File: src/psp_pkg.sv
`timescale 1ns / 1ps
`default_nettype none
// ----------------------------------------------------------------------------
// Photodiode steering package
// Shared types, register indexes and constants of the steering controller.
// ----------------------------------------------------------------------------
package psp_pkg;

  localparam int NUM_CH    = 7;
  localparam int CH_IDX_W  = 3;
  localparam int CFG_IDX_W = 3;
  localparam int CFG_DATA_W = 16;
  localparam int GAIN_W    = 16;
  localparam int DRIVE_W   = 16;
  localparam int LEVEL_W   = 10;
  localparam int ERR_SUM_W = 32;
  localparam int DIV3_W    = 18;

  // Register indexes on the configuration port.
  localparam logic [CFG_IDX_W-1:0] REG_KP_GAIN        = 3'd0;
  localparam logic [CFG_IDX_W-1:0] REG_KI_GAIN        = 3'd1;
  localparam logic [CFG_IDX_W-1:0] REG_KD_GAIN        = 3'd2;
  localparam logic [CFG_IDX_W-1:0] REG_MAX_SPEED      = 3'd3;
  localparam logic [CFG_IDX_W-1:0] REG_MIN_SPEED      = 3'd4;
  localparam logic [CFG_IDX_W-1:0] REG_TURN_MARGIN    = 3'd5;
  localparam logic [CFG_IDX_W-1:0] REG_PUCK_THRESHOLD = 3'd6;

  localparam logic [GAIN_W-1:0]  KP_RESET        = 16'd26;
  localparam logic [GAIN_W-1:0]  KI_RESET        = 16'd0;
  localparam logic [GAIN_W-1:0]  KD_RESET        = 16'd0;
  localparam logic [DRIVE_W-1:0] MAX_SPEED_RESET = 16'd255;
  localparam logic [DRIVE_W-1:0] MIN_SPEED_RESET = 16'd50;
  localparam logic [LEVEL_W-1:0] MARGIN_RESET    = 10'd50;
  localparam logic [LEVEL_W-1:0] PUCK_RESET      = 10'd300;

  // ceil(2^20 / 3); exact floor division by three for inputs below 2^18.
  localparam logic [18:0] DIV3_RECIP = 19'd349526;

  typedef enum logic [1:0] {
    MODE_STRAIGHT = 2'd0,
    MODE_LEFT     = 2'd1,
    MODE_RIGHT    = 2'd2
  } steer_mode_t;

  typedef struct packed {
    logic [GAIN_W-1:0]  kp_gain;
    logic [GAIN_W-1:0]  ki_gain;
    logic [GAIN_W-1:0]  kd_gain;
    logic [DRIVE_W-1:0] max_speed;
    logic [DRIVE_W-1:0] min_speed;
    logic [LEVEL_W-1:0] turn_margin;
    logic [LEVEL_W-1:0] puck_threshold;
  } cfg_t;

  typedef struct packed {
    steer_mode_t mode;
    logic        do_pid;
    logic        puck;
  } steer_ctrl_t;

  function automatic logic [DIV3_W-1:0] div3(input logic [DIV3_W-1:0] x);
    logic [DIV3_W+19:0] prod;
    prod = {20'd0, x} * {{(DIV3_W+1){1'b0}}, DIV3_RECIP};
    return prod[DIV3_W+19:20];
  endfunction

endpackage
`default_nettype wire

File: src/psp_if.sv
`timescale 1ns / 1ps
`default_nettype none
// ----------------------------------------------------------------------------
// Steering controller channels
// Valid/ready channels for request words, result words and register writes.
// ----------------------------------------------------------------------------
interface psp_req_if #(
  parameter int SAMPLE_BITS = 10
);
  logic                   valid;
  logic                   ready;
  logic                   req_type;
  logic [SAMPLE_BITS-1:0] sample;

  modport source (output valid, output req_type, output sample, input ready);
  modport sink   (input valid, input req_type, input sample, output ready);
endinterface

interface psp_rsp_if;
  logic                           valid;
  logic                           ready;
  logic [psp_pkg::DRIVE_W-1:0]    left_drive;
  logic [psp_pkg::DRIVE_W-1:0]    right_drive;
  logic [1:0]                     steer_mode;
  logic                           pid_applied;
  logic                           puck_held;

  modport source (output valid, output left_drive, output right_drive, output steer_mode,
                  output pid_applied, output puck_held, input ready);
  modport sink   (input valid, input left_drive, input right_drive, input steer_mode,
                  input pid_applied, input puck_held, output ready);
endinterface

interface psp_cfg_if;
  logic                            valid;
  logic                            ready;
  logic [psp_pkg::CFG_IDX_W-1:0]   index;
  logic [psp_pkg::CFG_DATA_W-1:0]  data;

  modport source (output valid, output index, output data, input ready);
  modport sink   (input valid, input index, input data, output ready);
endinterface
`default_nettype wire

File: src/photodiode_array_steering_pid.sv
`timescale 1ns / 1ps
`default_nettype none
// ----------------------------------------------------------------------------
// Photodiode array steering controller with PID correction
// Stores photodiode samples and turns steering ticks into motor drive levels.
// ----------------------------------------------------------------------------
// Usage. Request words arrive on req: a sample word (req_type low) writes the
// reading into the next of seven channels and produces no result; a steer tick
// (req_type high) produces exactly one result word on rsp carrying both drive
// levels, the steering mode, whether the PID correction was applied, and the
// puck flag. Registers are written on cfg, one word per cycle; the user must
// write them only while no work is outstanding, which the block itself does
// not enforce; writes beyond the register list are ignored. A tick taken with
// the snapshot then passes the decision, gain product and result registers.
// Throughput: one request word per cycle while the result channel keeps up. The
// integral and last error are updated, when the PID correction is applied, as a
// tick leaves the decision stage, so back-to-back ticks are handled at full rate.
// Stall: each stage holds while the stage after it is full and blocked, so
// req.ready only falls once the pipeline has filled behind an untaken result;
// bubbles left by sample words are squeezed out.
// Reset (rst, synchronous) clears the sample store, channel index, PID state,
// pipeline valid flags and returns the registers to their reset values.
// ----------------------------------------------------------------------------
module photodiode_array_steering_pid #(
  parameter int SAMPLE_BITS = 10
) (
  input  wire logic clk,
  input  wire logic rst,
  psp_req_if.sink   req,
  psp_rsp_if.source rsp,
  psp_cfg_if.sink   cfg
);

  localparam int EW = SAMPLE_BITS + 2;

  psp_pkg::cfg_t regs;

  // Pipeline valid flags and per-stage load enables.
  logic v1, v2, v3, v4;
  logic ld1, ld2, ld3, ld4;
  logic req_acc;

  assign ld4 = !v4 || rsp.ready;
  assign ld3 = !v3 || ld4;
  assign ld2 = !v2 || ld3;
  assign ld1 = !v1 || ld2;

  assign req.ready = ld1;
  assign req_acc   = req.valid && ld1;

  psp_cfg_regs u_cfg_regs (
    .clk  (clk),
    .rst  (rst),
    .cfg  (cfg),
    .regs (regs)
  );

  // Sample words write the store as they are accepted.
  logic [psp_pkg::NUM_CH-1:0][SAMPLE_BITS-1:0] sensors;

  psp_sensor_store #(
    .SAMPLE_BITS (SAMPLE_BITS)
  ) u_store (
    .clk     (clk),
    .rst     (rst),
    .wr_en   (req_acc && !req.req_type),
    .wr_data (req.sample),
    .sensors (sensors)
  );

  // Stage 1: a tick takes a snapshot of the store so later samples cannot
  // disturb it.
  logic [psp_pkg::NUM_CH-1:0][SAMPLE_BITS-1:0] snap;

  always_ff @(posedge clk) begin
    if (rst) begin
      v1 <= 1'b0;
    end else if (ld1) begin
      v1 <= req_acc && req.req_type;
    end
  end

  always_ff @(posedge clk) begin
    if (ld1) begin
      snap <= sensors;
    end
  end

  // Stage 1 to 2: turn decision, error terms and the integral update.
  psp_pkg::steer_ctrl_t               ctrl1, ctrl2;
  logic [psp_pkg::DRIVE_W-1:0]        left_b1, right_b1, left_b2, right_b2;
  logic signed [EW-1:0]               err1, err2;
  logic signed [psp_pkg::ERR_SUM_W-1:0] sum1, sum2;
  logic signed [EW:0]                 diff1, diff2;

  psp_steer #(
    .SAMPLE_BITS (SAMPLE_BITS)
  ) u_steer (
    .clk        (clk),
    .rst        (rst),
    .upd_en     (v1 && ld2),
    .sensors    (snap),
    .regs       (regs),
    .ctrl       (ctrl1),
    .left_base  (left_b1),
    .right_base (right_b1),
    .err        (err1),
    .err_sum    (sum1),
    .err_diff   (diff1)
  );

  always_ff @(posedge clk) begin
    if (rst) begin
      v2 <= 1'b0;
    end else if (ld2) begin
      v2 <= v1;
    end
  end

  always_ff @(posedge clk) begin
    if (ld2) begin
      ctrl2    <= ctrl1;
      left_b2  <= left_b1;
      right_b2 <= right_b1;
      err2     <= err1;
      sum2     <= sum1;
      diff2    <= diff1;
    end
  end

  // Stage 3 holds the gain products inside the PID unit.
  psp_pkg::steer_ctrl_t        ctrl3;
  logic [psp_pkg::DRIVE_W-1:0] left_d3, right_d3;

  psp_pid #(
    .SAMPLE_BITS (SAMPLE_BITS)
  ) u_pid (
    .clk           (clk),
    .load          (ld3),
    .regs          (regs),
    .ctrl_in       (ctrl2),
    .left_base_in  (left_b2),
    .right_base_in (right_b2),
    .err           (err2),
    .err_sum       (sum2),
    .err_diff      (diff2),
    .ctrl          (ctrl3),
    .left_drive    (left_d3),
    .right_drive   (right_d3)
  );

  always_ff @(posedge clk) begin
    if (rst) begin
      v3 <= 1'b0;
    end else if (ld3) begin
      v3 <= v2;
    end
  end

  // Stage 4: result register driving the output channel.
  always_ff @(posedge clk) begin
    if (rst) begin
      v4 <= 1'b0;
    end else if (ld4) begin
      v4 <= v3;
    end
  end

  always_ff @(posedge clk) begin
    if (ld4) begin
      rsp.left_drive  <= left_d3;
      rsp.right_drive <= right_d3;
      rsp.steer_mode  <= ctrl3.mode;
      rsp.pid_applied <= ctrl3.do_pid;
      rsp.puck_held   <= ctrl3.puck;
    end
  end

  assign rsp.valid = v4;

endmodule
`default_nettype wire

File: src/psp_cfg_regs.sv
`timescale 1ns / 1ps
`default_nettype none
// ----------------------------------------------------------------------------
// Steering controller register file
// Holds the gains, speed levels and thresholds written over the register port.
// ----------------------------------------------------------------------------
module psp_cfg_regs (
  input  wire logic    clk,
  input  wire logic    rst,
  psp_cfg_if.sink      cfg,
  output psp_pkg::cfg_t regs
);

  assign cfg.ready = 1'b1;

  always_ff @(posedge clk) begin
    if (rst) begin
      regs.kp_gain        <= psp_pkg::KP_RESET;
      regs.ki_gain        <= psp_pkg::KI_RESET;
      regs.kd_gain        <= psp_pkg::KD_RESET;
      regs.max_speed      <= psp_pkg::MAX_SPEED_RESET;
      regs.min_speed      <= psp_pkg::MIN_SPEED_RESET;
      regs.turn_margin    <= psp_pkg::MARGIN_RESET;
      regs.puck_threshold <= psp_pkg::PUCK_RESET;
    end else if (cfg.valid) begin
      unique case (cfg.index)
        psp_pkg::REG_KP_GAIN:        regs.kp_gain        <= cfg.data;
        psp_pkg::REG_KI_GAIN:        regs.ki_gain        <= cfg.data;
        psp_pkg::REG_KD_GAIN:        regs.kd_gain        <= cfg.data;
        psp_pkg::REG_MAX_SPEED:      regs.max_speed      <= cfg.data;
        psp_pkg::REG_MIN_SPEED:      regs.min_speed      <= cfg.data;
        psp_pkg::REG_TURN_MARGIN:    regs.turn_margin    <= cfg.data[psp_pkg::LEVEL_W-1:0];
        psp_pkg::REG_PUCK_THRESHOLD: regs.puck_threshold <= cfg.data[psp_pkg::LEVEL_W-1:0];
        default: ; // Writes beyond the register list are dropped.
      endcase
    end
  end

endmodule
`default_nettype wire

File: src/psp_sensor_store.sv
`timescale 1ns / 1ps
`default_nettype none
// ----------------------------------------------------------------------------
// Photodiode sample store
// Seven readings written at a rotating channel index that wraps after six.
// ----------------------------------------------------------------------------
module psp_sensor_store #(
  parameter int SAMPLE_BITS = 10
) (
  input  wire logic                                         clk,
  input  wire logic                                         rst,
  input  wire logic                                         wr_en,
  input  wire logic [SAMPLE_BITS-1:0]                       wr_data,
  output      logic [psp_pkg::NUM_CH-1:0][SAMPLE_BITS-1:0] sensors
);

  localparam logic [psp_pkg::CH_IDX_W-1:0] LastCh = psp_pkg::CH_IDX_W'(psp_pkg::NUM_CH - 1);

  logic [psp_pkg::CH_IDX_W-1:0] channel_index;
  logic [psp_pkg::CH_IDX_W-1:0] wr_idx;

  // An out-of-range index is treated as the last channel.
  assign wr_idx = (channel_index >= LastCh) ? LastCh : channel_index;

  always_ff @(posedge clk) begin
    if (rst) begin
      channel_index <= '0;
      sensors       <= '0;
    end else if (wr_en) begin
      channel_index <= (wr_idx == LastCh) ? '0 : wr_idx + 1'b1;
      for (int k = 0; k < psp_pkg::NUM_CH; k++) begin
        if (wr_idx == psp_pkg::CH_IDX_W'(k)) begin
          sensors[k] <= wr_data;
        end
      end
    end
  end

endmodule
`default_nettype wire

File: src/psp_steer.sv
`timescale 1ns / 1ps
`default_nettype none
// ----------------------------------------------------------------------------
// Steering decision and PID error tracking
// Picks the turn from the sensor means and updates the integral and last error.
// ----------------------------------------------------------------------------
module psp_steer #(
  parameter int SAMPLE_BITS = 10
) (
  input  wire logic                                         clk,
  input  wire logic                                         rst,
  input  wire logic                                         upd_en,
  input  wire logic [psp_pkg::NUM_CH-1:0][SAMPLE_BITS-1:0] sensors,
  input  wire psp_pkg::cfg_t                                regs,
  output      psp_pkg::steer_ctrl_t                         ctrl,
  output      logic [psp_pkg::DRIVE_W-1:0]                  left_base,
  output      logic [psp_pkg::DRIVE_W-1:0]                  right_base,
  output      logic signed [SAMPLE_BITS+1:0]                err,
  output      logic signed [psp_pkg::ERR_SUM_W-1:0]         err_sum,
  output      logic signed [SAMPLE_BITS+2:0]                err_diff
);

  localparam int EW = SAMPLE_BITS + 2;
  localparam int MW = ((SAMPLE_BITS > psp_pkg::LEVEL_W) ? SAMPLE_BITS : psp_pkg::LEVEL_W) + 1;
  localparam int SW = psp_pkg::ERR_SUM_W;

  logic signed [SW-1:0]    error_sum;
  logic signed [EW-1:0]    last_error;
  logic [SAMPLE_BITS+1:0]  sum024, sum135;
  logic [psp_pkg::DIV3_W-1:0] q024, q135;
  logic [SAMPLE_BITS-1:0]  m024, m135;
  logic [MW-1:0]           m024_x, m135_x, margin_x;
  logic                    turn_left, turn_right;
  logic [SAMPLE_BITS:0]    a02, a13;
  logic signed [SW:0]      sum_wide;

  assign sum024 = (SAMPLE_BITS+2)'(sensors[0]) + (SAMPLE_BITS+2)'(sensors[2])
                + (SAMPLE_BITS+2)'(sensors[4]);
  assign sum135 = (SAMPLE_BITS+2)'(sensors[1]) + (SAMPLE_BITS+2)'(sensors[3])
                + (SAMPLE_BITS+2)'(sensors[5]);
  assign q024 = psp_pkg::div3(psp_pkg::DIV3_W'(sum024));
  assign q135 = psp_pkg::div3(psp_pkg::DIV3_W'(sum135));
  assign m024 = q024[SAMPLE_BITS-1:0];
  assign m135 = q135[SAMPLE_BITS-1:0];

  assign m024_x   = MW'(m024);
  assign m135_x   = MW'(m135);
  assign margin_x = MW'(regs.turn_margin);

  // A mean difference above the margin, or a small lead backed by the outer sensor.
  assign turn_left  = (m024_x > m135_x + margin_x) ||
                      ((m024 > m135) && (sensors[4] > sensors[2]));
  assign turn_right = (m135_x > m024_x + margin_x) ||
                      ((m135 > m024) && (sensors[5] > sensors[3]));

  always_comb begin
    ctrl.puck = (MW'(sensors[6]) > MW'(regs.puck_threshold));
    priority if (turn_left) begin
      ctrl.mode   = psp_pkg::MODE_LEFT;
      ctrl.do_pid = sensors[2] > sensors[4];
      left_base   = regs.min_speed;
      right_base  = regs.max_speed;
    end else if (turn_right) begin
      ctrl.mode   = psp_pkg::MODE_RIGHT;
      ctrl.do_pid = sensors[3] > sensors[5];
      left_base   = regs.max_speed;
      right_base  = regs.min_speed;
    end else begin
      ctrl.mode   = psp_pkg::MODE_STRAIGHT;
      ctrl.do_pid = 1'b0;
      left_base   = regs.max_speed;
      right_base  = regs.max_speed;
    end
  end

  assign a02 = (SAMPLE_BITS+1)'(sensors[0]) + (SAMPLE_BITS+1)'(sensors[2]);
  assign a13 = (SAMPLE_BITS+1)'(sensors[1]) + (SAMPLE_BITS+1)'(sensors[3]);
  assign err = $signed({1'b0, a02}) - $signed({1'b0, a13});
  assign err_diff = $signed({err[EW-1], err}) - $signed({last_error[EW-1], last_error});

  // Integral with saturation to the signed 32-bit range.
  assign sum_wide = $signed({error_sum[SW-1], error_sum})
                  + $signed({{(SW+1-EW){err[EW-1]}}, err});
  always_comb begin
    if (sum_wide[SW] != sum_wide[SW-1]) begin
      err_sum = sum_wide[SW] ? $signed({1'b1, {(SW-1){1'b0}}})
                             : $signed({1'b0, {(SW-1){1'b1}}});
    end else begin
      err_sum = sum_wide[SW-1:0];
    end
  end

  always_ff @(posedge clk) begin
    if (rst) begin
      error_sum  <= '0;
      last_error <= '0;
    end else if (upd_en && ctrl.do_pid) begin
      error_sum  <= err_sum;
      last_error <= err;
    end
  end

endmodule
`default_nettype wire

File: src/psp_pid.sv
`timescale 1ns / 1ps
`default_nettype none
// ----------------------------------------------------------------------------
// PID correction
// Registers the three gain products, then scales and applies the correction.
// ----------------------------------------------------------------------------
module psp_pid #(
  parameter int SAMPLE_BITS = 10
) (
  input  wire logic                                 clk,
  input  wire logic                                 load,
  input  wire psp_pkg::cfg_t                        regs,
  input  wire psp_pkg::steer_ctrl_t                 ctrl_in,
  input  wire logic [psp_pkg::DRIVE_W-1:0]          left_base_in,
  input  wire logic [psp_pkg::DRIVE_W-1:0]          right_base_in,
  input  wire logic signed [SAMPLE_BITS+1:0]        err,
  input  wire logic signed [psp_pkg::ERR_SUM_W-1:0] err_sum,
  input  wire logic signed [SAMPLE_BITS+2:0]        err_diff,
  output      psp_pkg::steer_ctrl_t                 ctrl,
  output      logic [psp_pkg::DRIVE_W-1:0]          left_drive,
  output      logic [psp_pkg::DRIVE_W-1:0]          right_drive
);

  localparam int EW = SAMPLE_BITS + 2;
  localparam int GW = psp_pkg::GAIN_W;
  localparam int DW = psp_pkg::DRIVE_W;
  localparam int RW = GW + psp_pkg::ERR_SUM_W + 2;
  localparam int UW = RW - 8;

  logic signed [GW+EW-1:0]                 p_kp;
  logic signed [GW+psp_pkg::ERR_SUM_W-1:0] p_ki;
  logic signed [GW+EW:0]                   p_kd;
  logic [DW-1:0]                           left_base, right_base;
  logic signed [RW-1:0]                    raw, adj;
  logic [RW-1:0]                           bias;
  logic signed [UW-1:0]                    u;
  logic [UW-1:0]                           mag;
  logic signed [DW:0]                      span;
  logic                                    u_pos;
  logic [DW-1:0]                           reduced;

  always_ff @(posedge clk) begin
    if (load) begin
      p_kp       <= $signed(regs.kp_gain) * err;
      p_ki       <= $signed(regs.ki_gain) * err_sum;
      p_kd       <= $signed(regs.kd_gain) * err_diff;
      ctrl       <= ctrl_in;
      left_base  <= left_base_in;
      right_base <= right_base_in;
    end
  end

  assign raw = RW'(p_kp) + RW'(p_ki) + RW'(p_kd);

  // Divide by 256 rounding toward zero: bias negative values before the shift.
  assign bias = {{(RW-8){1'b0}}, {8{raw[RW-1]}}};
  assign adj  = raw + $signed(bias);
  assign u    = adj[RW-1:8];
  assign mag  = u[UW-1] ? UW'(-u) : UW'(u);
  assign u_pos = !u[UW-1] && (u != '0);

  // The slowed side never drops below the minimum level.
  assign span = $signed({1'b0, regs.max_speed}) - $signed({1'b0, regs.min_speed});
  assign reduced = (span[DW] || (mag > UW'(span[DW-1:0]))) ? regs.min_speed
                                                          : regs.max_speed - mag[DW-1:0];

  always_comb begin
    if (!ctrl.do_pid) begin
      left_drive  = left_base;
      right_drive = right_base;
    end else if (u_pos) begin
      left_drive  = reduced;
      right_drive = regs.max_speed;
    end else begin
      left_drive  = regs.max_speed;
      right_drive = reduced;
    end
  end

endmodule
`default_nettype wire

File: src/flat_wrapper.sv
// flat-port wrapper written by rule: the top's interface ports become plain ports
module photodiode_array_steering_pid_flat 
#(
  parameter int SAMPLE_BITS = 10
)
  (clk, rst, req_valid, req_req_type, req_sample, req_ready, rsp_valid, rsp_left_drive, rsp_right_drive, rsp_steer_mode, rsp_pid_applied, rsp_puck_held, rsp_ready, cfg_valid, cfg_index, cfg_data, cfg_ready);
  psp_req_if #(.SAMPLE_BITS(SAMPLE_BITS)) req_i ();
  psp_rsp_if rsp_i ();
  psp_cfg_if cfg_i ();
  input  wire logic clk;
  input  wire logic rst;
  input wire logic [$bits(req_i.valid)-1:0] req_valid;
  input wire logic [$bits(req_i.req_type)-1:0] req_req_type;
  input wire logic [$bits(req_i.sample)-1:0] req_sample;
  output wire logic [$bits(req_i.ready)-1:0] req_ready;
  output wire logic [$bits(rsp_i.valid)-1:0] rsp_valid;
  output wire logic [$bits(rsp_i.left_drive)-1:0] rsp_left_drive;
  output wire logic [$bits(rsp_i.right_drive)-1:0] rsp_right_drive;
  output wire logic [$bits(rsp_i.steer_mode)-1:0] rsp_steer_mode;
  output wire logic [$bits(rsp_i.pid_applied)-1:0] rsp_pid_applied;
  output wire logic [$bits(rsp_i.puck_held)-1:0] rsp_puck_held;
  input wire logic [$bits(rsp_i.ready)-1:0] rsp_ready;
  input wire logic [$bits(cfg_i.valid)-1:0] cfg_valid;
  input wire logic [$bits(cfg_i.index)-1:0] cfg_index;
  input wire logic [$bits(cfg_i.data)-1:0] cfg_data;
  output wire logic [$bits(cfg_i.ready)-1:0] cfg_ready;
  assign req_i.valid = req_valid;
  assign req_i.req_type = req_req_type;
  assign req_i.sample = req_sample;
  assign req_ready = req_i.ready;
  assign rsp_valid = rsp_i.valid;
  assign rsp_left_drive = rsp_i.left_drive;
  assign rsp_right_drive = rsp_i.right_drive;
  assign rsp_steer_mode = rsp_i.steer_mode;
  assign rsp_pid_applied = rsp_i.pid_applied;
  assign rsp_puck_held = rsp_i.puck_held;
  assign rsp_i.ready = rsp_ready;
  assign cfg_i.valid = cfg_valid;
  assign cfg_i.index = cfg_index;
  assign cfg_i.data = cfg_data;
  assign cfg_ready = cfg_i.ready;
  photodiode_array_steering_pid #(.SAMPLE_BITS(SAMPLE_BITS)) u_core (.clk(clk), .rst(rst), .req(req_i), .rsp(rsp_i), .cfg(cfg_i));
endmodule
File: config.mk
export PLATFORM = sky130hd
export DESIGN_NAME = photodiode_array_steering_pid_flat
export DESIGN_NICKNAME = d
export VERILOG_FILES = /design/src/psp_pkg.sv /design/src/psp_if.sv /design/src/photodiode_array_steering_pid.sv /design/src/psp_cfg_regs.sv /design/src/psp_sensor_store.sv /design/src/psp_steer.sv /design/src/psp_pid.sv /design/src/flat_wrapper.sv
export SDC_FILE = /design/constraint.sdc
export NUM_CORES = 2
export LEC_CHECK = 0
export BUFFER_PORTS_ARGS = -buffer_cell sky130_fd_sc_hd__buf_2
export CAP_MARGIN = 10
export CORE_ASPECT_RATIO = 1.1
export CORE_MARGIN = 2
export CORE_UTILIZATION = 50
export CTS_CLUSTER_SIZE = 16
export DETAILED_ROUTE_END_ITERATION = 10
export PLACE_DENSITY_LB_ADDON = 0.2
export SYNTH_ARGS = -nofsm -noshare
export SYNTH_HDL_FRONTEND = slang
export SYNTH_SLANG_ARGS = --single-unit
File: constraint.sdc
create_clock -name clk -period 20 [get_ports clk]
set_input_delay 2 -clock clk [delete_from_list [all_inputs] [get_ports clk]]
set_output_delay 2 -clock clk [all_outputs]
set_load 0.01 [all_outputs]
Word-level counts from Yosys, hierarchy flattened
Index checks and enable logic that the tools add are counted.
Cells by class
  shift operators: 0
  multiplexer cells: 15
  multiply operators: 5
  add/subtract/negate cells: 18
  bitwise operators: 0
  divide/modulo/power cells: 0
  eq/ne operators: 13
  $lt $le $gt $ge: 11
  reduce and logical (&&, ||, !) cells: 38
Operators by type and width (count)
  $mux 16: 8
  $gt 10x10->1: 7
  $add 10x10->11: 6
  $mux 32: 2
  $mul 12x18->29 const B: 2
  $add 49x29->50: 1
  $add 50x9->50: 1
  $add 28x48->49: 1
  $mul 16x32->48: 1
  $gt 42x16->1: 1
  $mux 42: 1
  $neg 42->42: 1
  $reduce_bool 42->1: 1
  $add 32x12->33: 1
  $mul 16x13->29: 1
  $mul 16x12->28: 1
  $reduce_and 2->1: 14
  $gt 10x11->1: 2
  $eq 3x3->1 const B: 6
  $sub 16x16->17: 1
  $sub 16x16->16: 1
  $sub 12x12->13: 1
  $add 11x10->12: 1
  $add 12x10->12: 1
  other kinds (12): 37
Storage, ports and cells
  output and inout bits: 39
  latch bits: 0
  register bits: 561
  memories kept: 0
  input bits: 35
  bits in writable memories: 0
  word-level logic and storage cells: 149
  bits in read-only memories: 0

Longest topological paths before layout
  depth in word-level cells: 10
  depth in mapped cells: 58
  gate-level depth less buffers: 54

Hierarchy
A second synthesis with hierarchy kept.
Second synthesis, totals
  cell total of the unflattened synthesis: 7543
  area total of the unflattened synthesis: 72060.4 sq um
By module, submodules not included
  psp_pid: sequential area each 4234.1 sq um, area each 45077.0 sq um, cells each 4989, instances 1
  psp_steer: sequential area each 880.8 sq um, area each 14177.3 sq um, cells each 1640, instances 1
  photodiode_array_steering_pid: sequential area each 6055.8 sq um, area each 6160.9 sq um, cells each 219, instances 1
  psp_cfg_regs: sequential area each 2001.9 sq um, area each 3953.8 sq um, cells each 362, instances 1
  psp_sensor_store: sequential area each 1461.4 sq um, area each 2691.3 sq um, cells each 333, instances 1

Worst setup path before layout
Ideal clock, no wire load.
  path type: register to register
  start: register u_core.snap[12] (netlist name)
  end: register u_core.u_steer.error_sum[10]
  buffers on the path: 4
  library setup time: 0.128 ns
  data required time: 19.872 ns
  period minus slack after synthesis: 11.818 ns
  path slack: 8.182 ns
  stages on the path, launching flop included: 55
  arrival: 11.691 ns
  cells stage by stage: edfxtp_1 fa_1 ha_1 a21o_1 a21oi_1 o21bai_1 a21oi_1 o21bai_1 a21oi_1 o21bai_1 a21oi_1 xor2_1 ha_1 inv_1 fa_1 fa_1 inv_1 fa_1 [19 not listed] o21a_1 o21a_1 o21a_1 o21a_1 o21ai_0 nand2b_1 a21oi_1 a2111oi_0 a21oi_1 o21a_1 clkbuf_1 a32o_1 and3_1 clkbuf_1 clkbuf_1 buf_1 mux2i_1 nor2_1
RTL lines
  start, declared: line photodiode_array_steering_pid.sv:73  | logic [psp_pkg::NUM_CH-1:0][SAMPLE_BITS-1:0] snap;
  start signal, assigned: line photodiode_array_steering_pid.sv:85  | snap <= sensors;
  end signal, assigned: line psp_steer.sv:98  | error_sum <= err_sum;
  end, declared: line psp_steer.sv:27  | logic signed [SW-1:0] error_sum;

==> qor.csv <==
metric,value,unit
Compound-Gate Fraction of Synth Area,10.0,%
"Slowest-stage cell, CP",buf_4,
die span in y,398,um
skew final,0.0228,ns
share of cells above drive strength 1,4.45,%
remaining antenna violation count,0,
critical path type,reg -> reg,
Post-synth ARST share,0,%
Synth top area share,29.4,%
Yosys reg bits,561,
nets@finish,9081,
syn avg cell area,9.54,um^2
Post-CTS Hold Fix Bufs,0,
Root Driver,clkbuf_16,
final WL,184000,um
setup TNS,0,ns
final hold violation count,0,
WP data required,20.50,ns
clock-pin slew on the worst setup and hold paths,0.07,ns
Synth Area in Adders,41.3,%
GPL Wtd Cong,0.909,
die area,144000,um^2
Fmax,0.0775,GHz
CTS H-tree lvls,3,
CTS buffer count,68,
worst vdd ir,0.000295,V
core area,140000,um^2
Max Slew Vio Count,0,
Syn Std Cell Area,70700,um^2
clock sinks,561,
vias per inst,5.55,
DRT iter0 DRCs,3423,
sequential area share after synthesis,20.7,%
Synth area leader,fa_1,
port buffer count,72,
status,finished clean,
total global routing overflow,0,
fin cells,9224,
min-delay worst type,reg -> reg,
prevailing post-synth register cell,edfxtp_1,
Critical Path Most Common Cell,o21a_1,
post-layout util,53.5,%
clk_lat worst skew,0.67,ns
Synth Area in XOR/XNOR,4.01,%
fin crit period,12.91,ns
Pwr per Cell Area,166,nW/um^2
CP max stage delay,0.61,ns
total power,12.4,mW
maximum clock path buffer count,3,
initial antenna violation count,7,
P&R area growth vs syn,6.14,%
first-pass GRT wire length,295000,um
Pleak,33.7,nW
Die Wd,362,um
Vias,51195,
Slew HR,19.5,%
Max-cap violations,0,
initial core utilization,50.4,%
YS warnings,0,
CP Capture Type,flip-flop,
RSZ-0062 raised after global routing,no,
GRT Total Usage,26.2,%
Post-Synth Simple-Gate Area,13.8,%
Placed Cells,9097,
Resized cells post-CTS,0,
dominant cells by area after synthesis,"fa_1, edfxtp_1, ha_1, inv_1, dfxtp_1",
setup violators final,0,
Post-synth EDFFs,340,
ratio of final minimum period to clock period,64.5,%
vias in the first global route,53923,
Setup Buffers After CTS,0,
mux contribution to synthesized area,1.82,%
row count,144,
DR DRC count,0,
DRT Pass-1 Iters,5,
boundary pin count,74,
CTS tree,yes,
worst-path fanout max,48,
hpwl dp,145000,um
WL/cell,20.0,um
R2R Setup Slk,7.09,ns
Worst Path Arrival,13.41,ns
synth unique cells,99,
crit start category,flip-flop,
syn nets,9148,
largest net degree at the start of global routing,81,
largest family of logic cells by synthesized area,adder cells,
Post-Syn Instances,7409,
Worst-Margin Slew,1.20,ns
-- Yosys cell counts (all sizes together), types with 111 or more instances --
master     n
inv     1292
fa      1039
nand2    937
ha       665
a21oi    388
edfxtp   340
and2     317
nor2     287
xnor2    233
clkbuf   223
dfxtp    221
o21ai    138
a21o     136
nand2b   111
-- critical path: cells and delay by family, from the launching register on --
kind            cells  cell delay (ns)
fa+ha+maj          11             4.35
xor+xnor            2             0.63
simple gates        6             0.76
buf+inv             7             1.72
flops               1             0.43
mux                 1             0.29
compound gates     27             4.48
-- final timing paths --
path | from | endpoint | depth (start not counted)
worst max-delay path | u_core.snap[32] | u_core.u_steer.last_error[1] | 54
worst min-delay path | u_core.u_pid.ctrl[3] | u_core.rsp.steer_mode[1] | 0
worst max register to register | u_core.snap[32] | u_core.u_steer.last_error[1] | 54
worst min register to register | u_core.u_pid.ctrl[3] | u_core.rsp.steer_mode[1] | 0
-- area by class of cell --
| class | count | area, um^2 |
|---|---|---|
| multi-input cells | 5298 | 50200 |
| flip-flops and latches | 561 | 14600 |
| fillers | 12699 | 65200 |
| well taps | 1825 | 2280 |
| clock inverters | 41 | 449 |
| diodes | 2 | 5.00 |
| repair buffers | 121 | 734 |
| clock buffers | 84 | 1810 |
| inverters | 1292 | 4850 |
-- logic make-up after synthesis --
family                     Yosys count
and+or+nand+nor                   2053
DFF                                561
buffers and inverters             1550
AOI/OAI and AO/OA                 1087
adders and majority gates         1708
xor gates and xnor gates           323
other                                1
muxes                              126
-- cells in the final DEF (no fill, tap or decap), types with 72 or more instances in the layout --
cell type	netlist	final
inv_1	1292	1291
fa_1	1039	1039
nand2_1	937	936
ha_1	665	665
a21oi_1	386	384
edfxtp_1	340	340
and2_1	317	317
nor2_1	286	285
xnor2_1	233	233
dfxtp_1	221	215
a21o_1	136	136
o21ai_0	129	128
nand2b_1	111	111
mux2i_1	108	108
xor2_1	89	88
nand3_1	79	78
nor3_1	74	72
-- report_power, final --
| part | internal [mW] | switching, mW | total (mW) | leakage (nW) |
|---|---|---|---|---|
| logic | 3.39 | 5.88 | 9.27 | 27.0 |
| clock network | 0.723 | 0.542 | 1.27 | 1.08 |
| registers | 1.50 | 0.404 | 1.90 | 5.62 |
| total | 5.61 | 6.83 | 12.4 | 33.7 |
-- registers in the layout, indices dropped and copies added (netlist names), 28 cells and up --
name                      cells
u_core.sum2                  32
u_core.u_pid.p_kd            29
u_core.u_steer.error_sum     32
u_core.snap                  70
u_core.u_pid.p_ki            48
u_core.u_store.sensors       70
u_core.u_cfg_regs.regs      100
u_core.u_pid.p_kp            28
-- routing by layer --
| layer | vias to the layer above | part of all wire [%] | track usage (%) |
|---|---|---|---|
| li1 | 23803 | - | - |
| met1 | 25701 | 42 | 33.3 |
| met2 | 1361 | 48 | 45.1 |
| met3 | 328 | 5.3 | 3.07 |
| met4 | 2 | 4.7 | 11.3 |
| met5 | - | 0.0060 | 0 |
-- metrics by stage --
stage	worst slack [ns]	instance area [um^2]	hold slack (ns)
after floorplan	8.18	70700	0.400
after global placement	7.25	72700	0.401
after detailed placement	7.09	72700	0.405
after CTS	6.98	75000	0.412
after global routing	6.10	75000	0.412
final	7.09	75000	0.401
No activity file was read; power rests on OpenSTA's default activity.
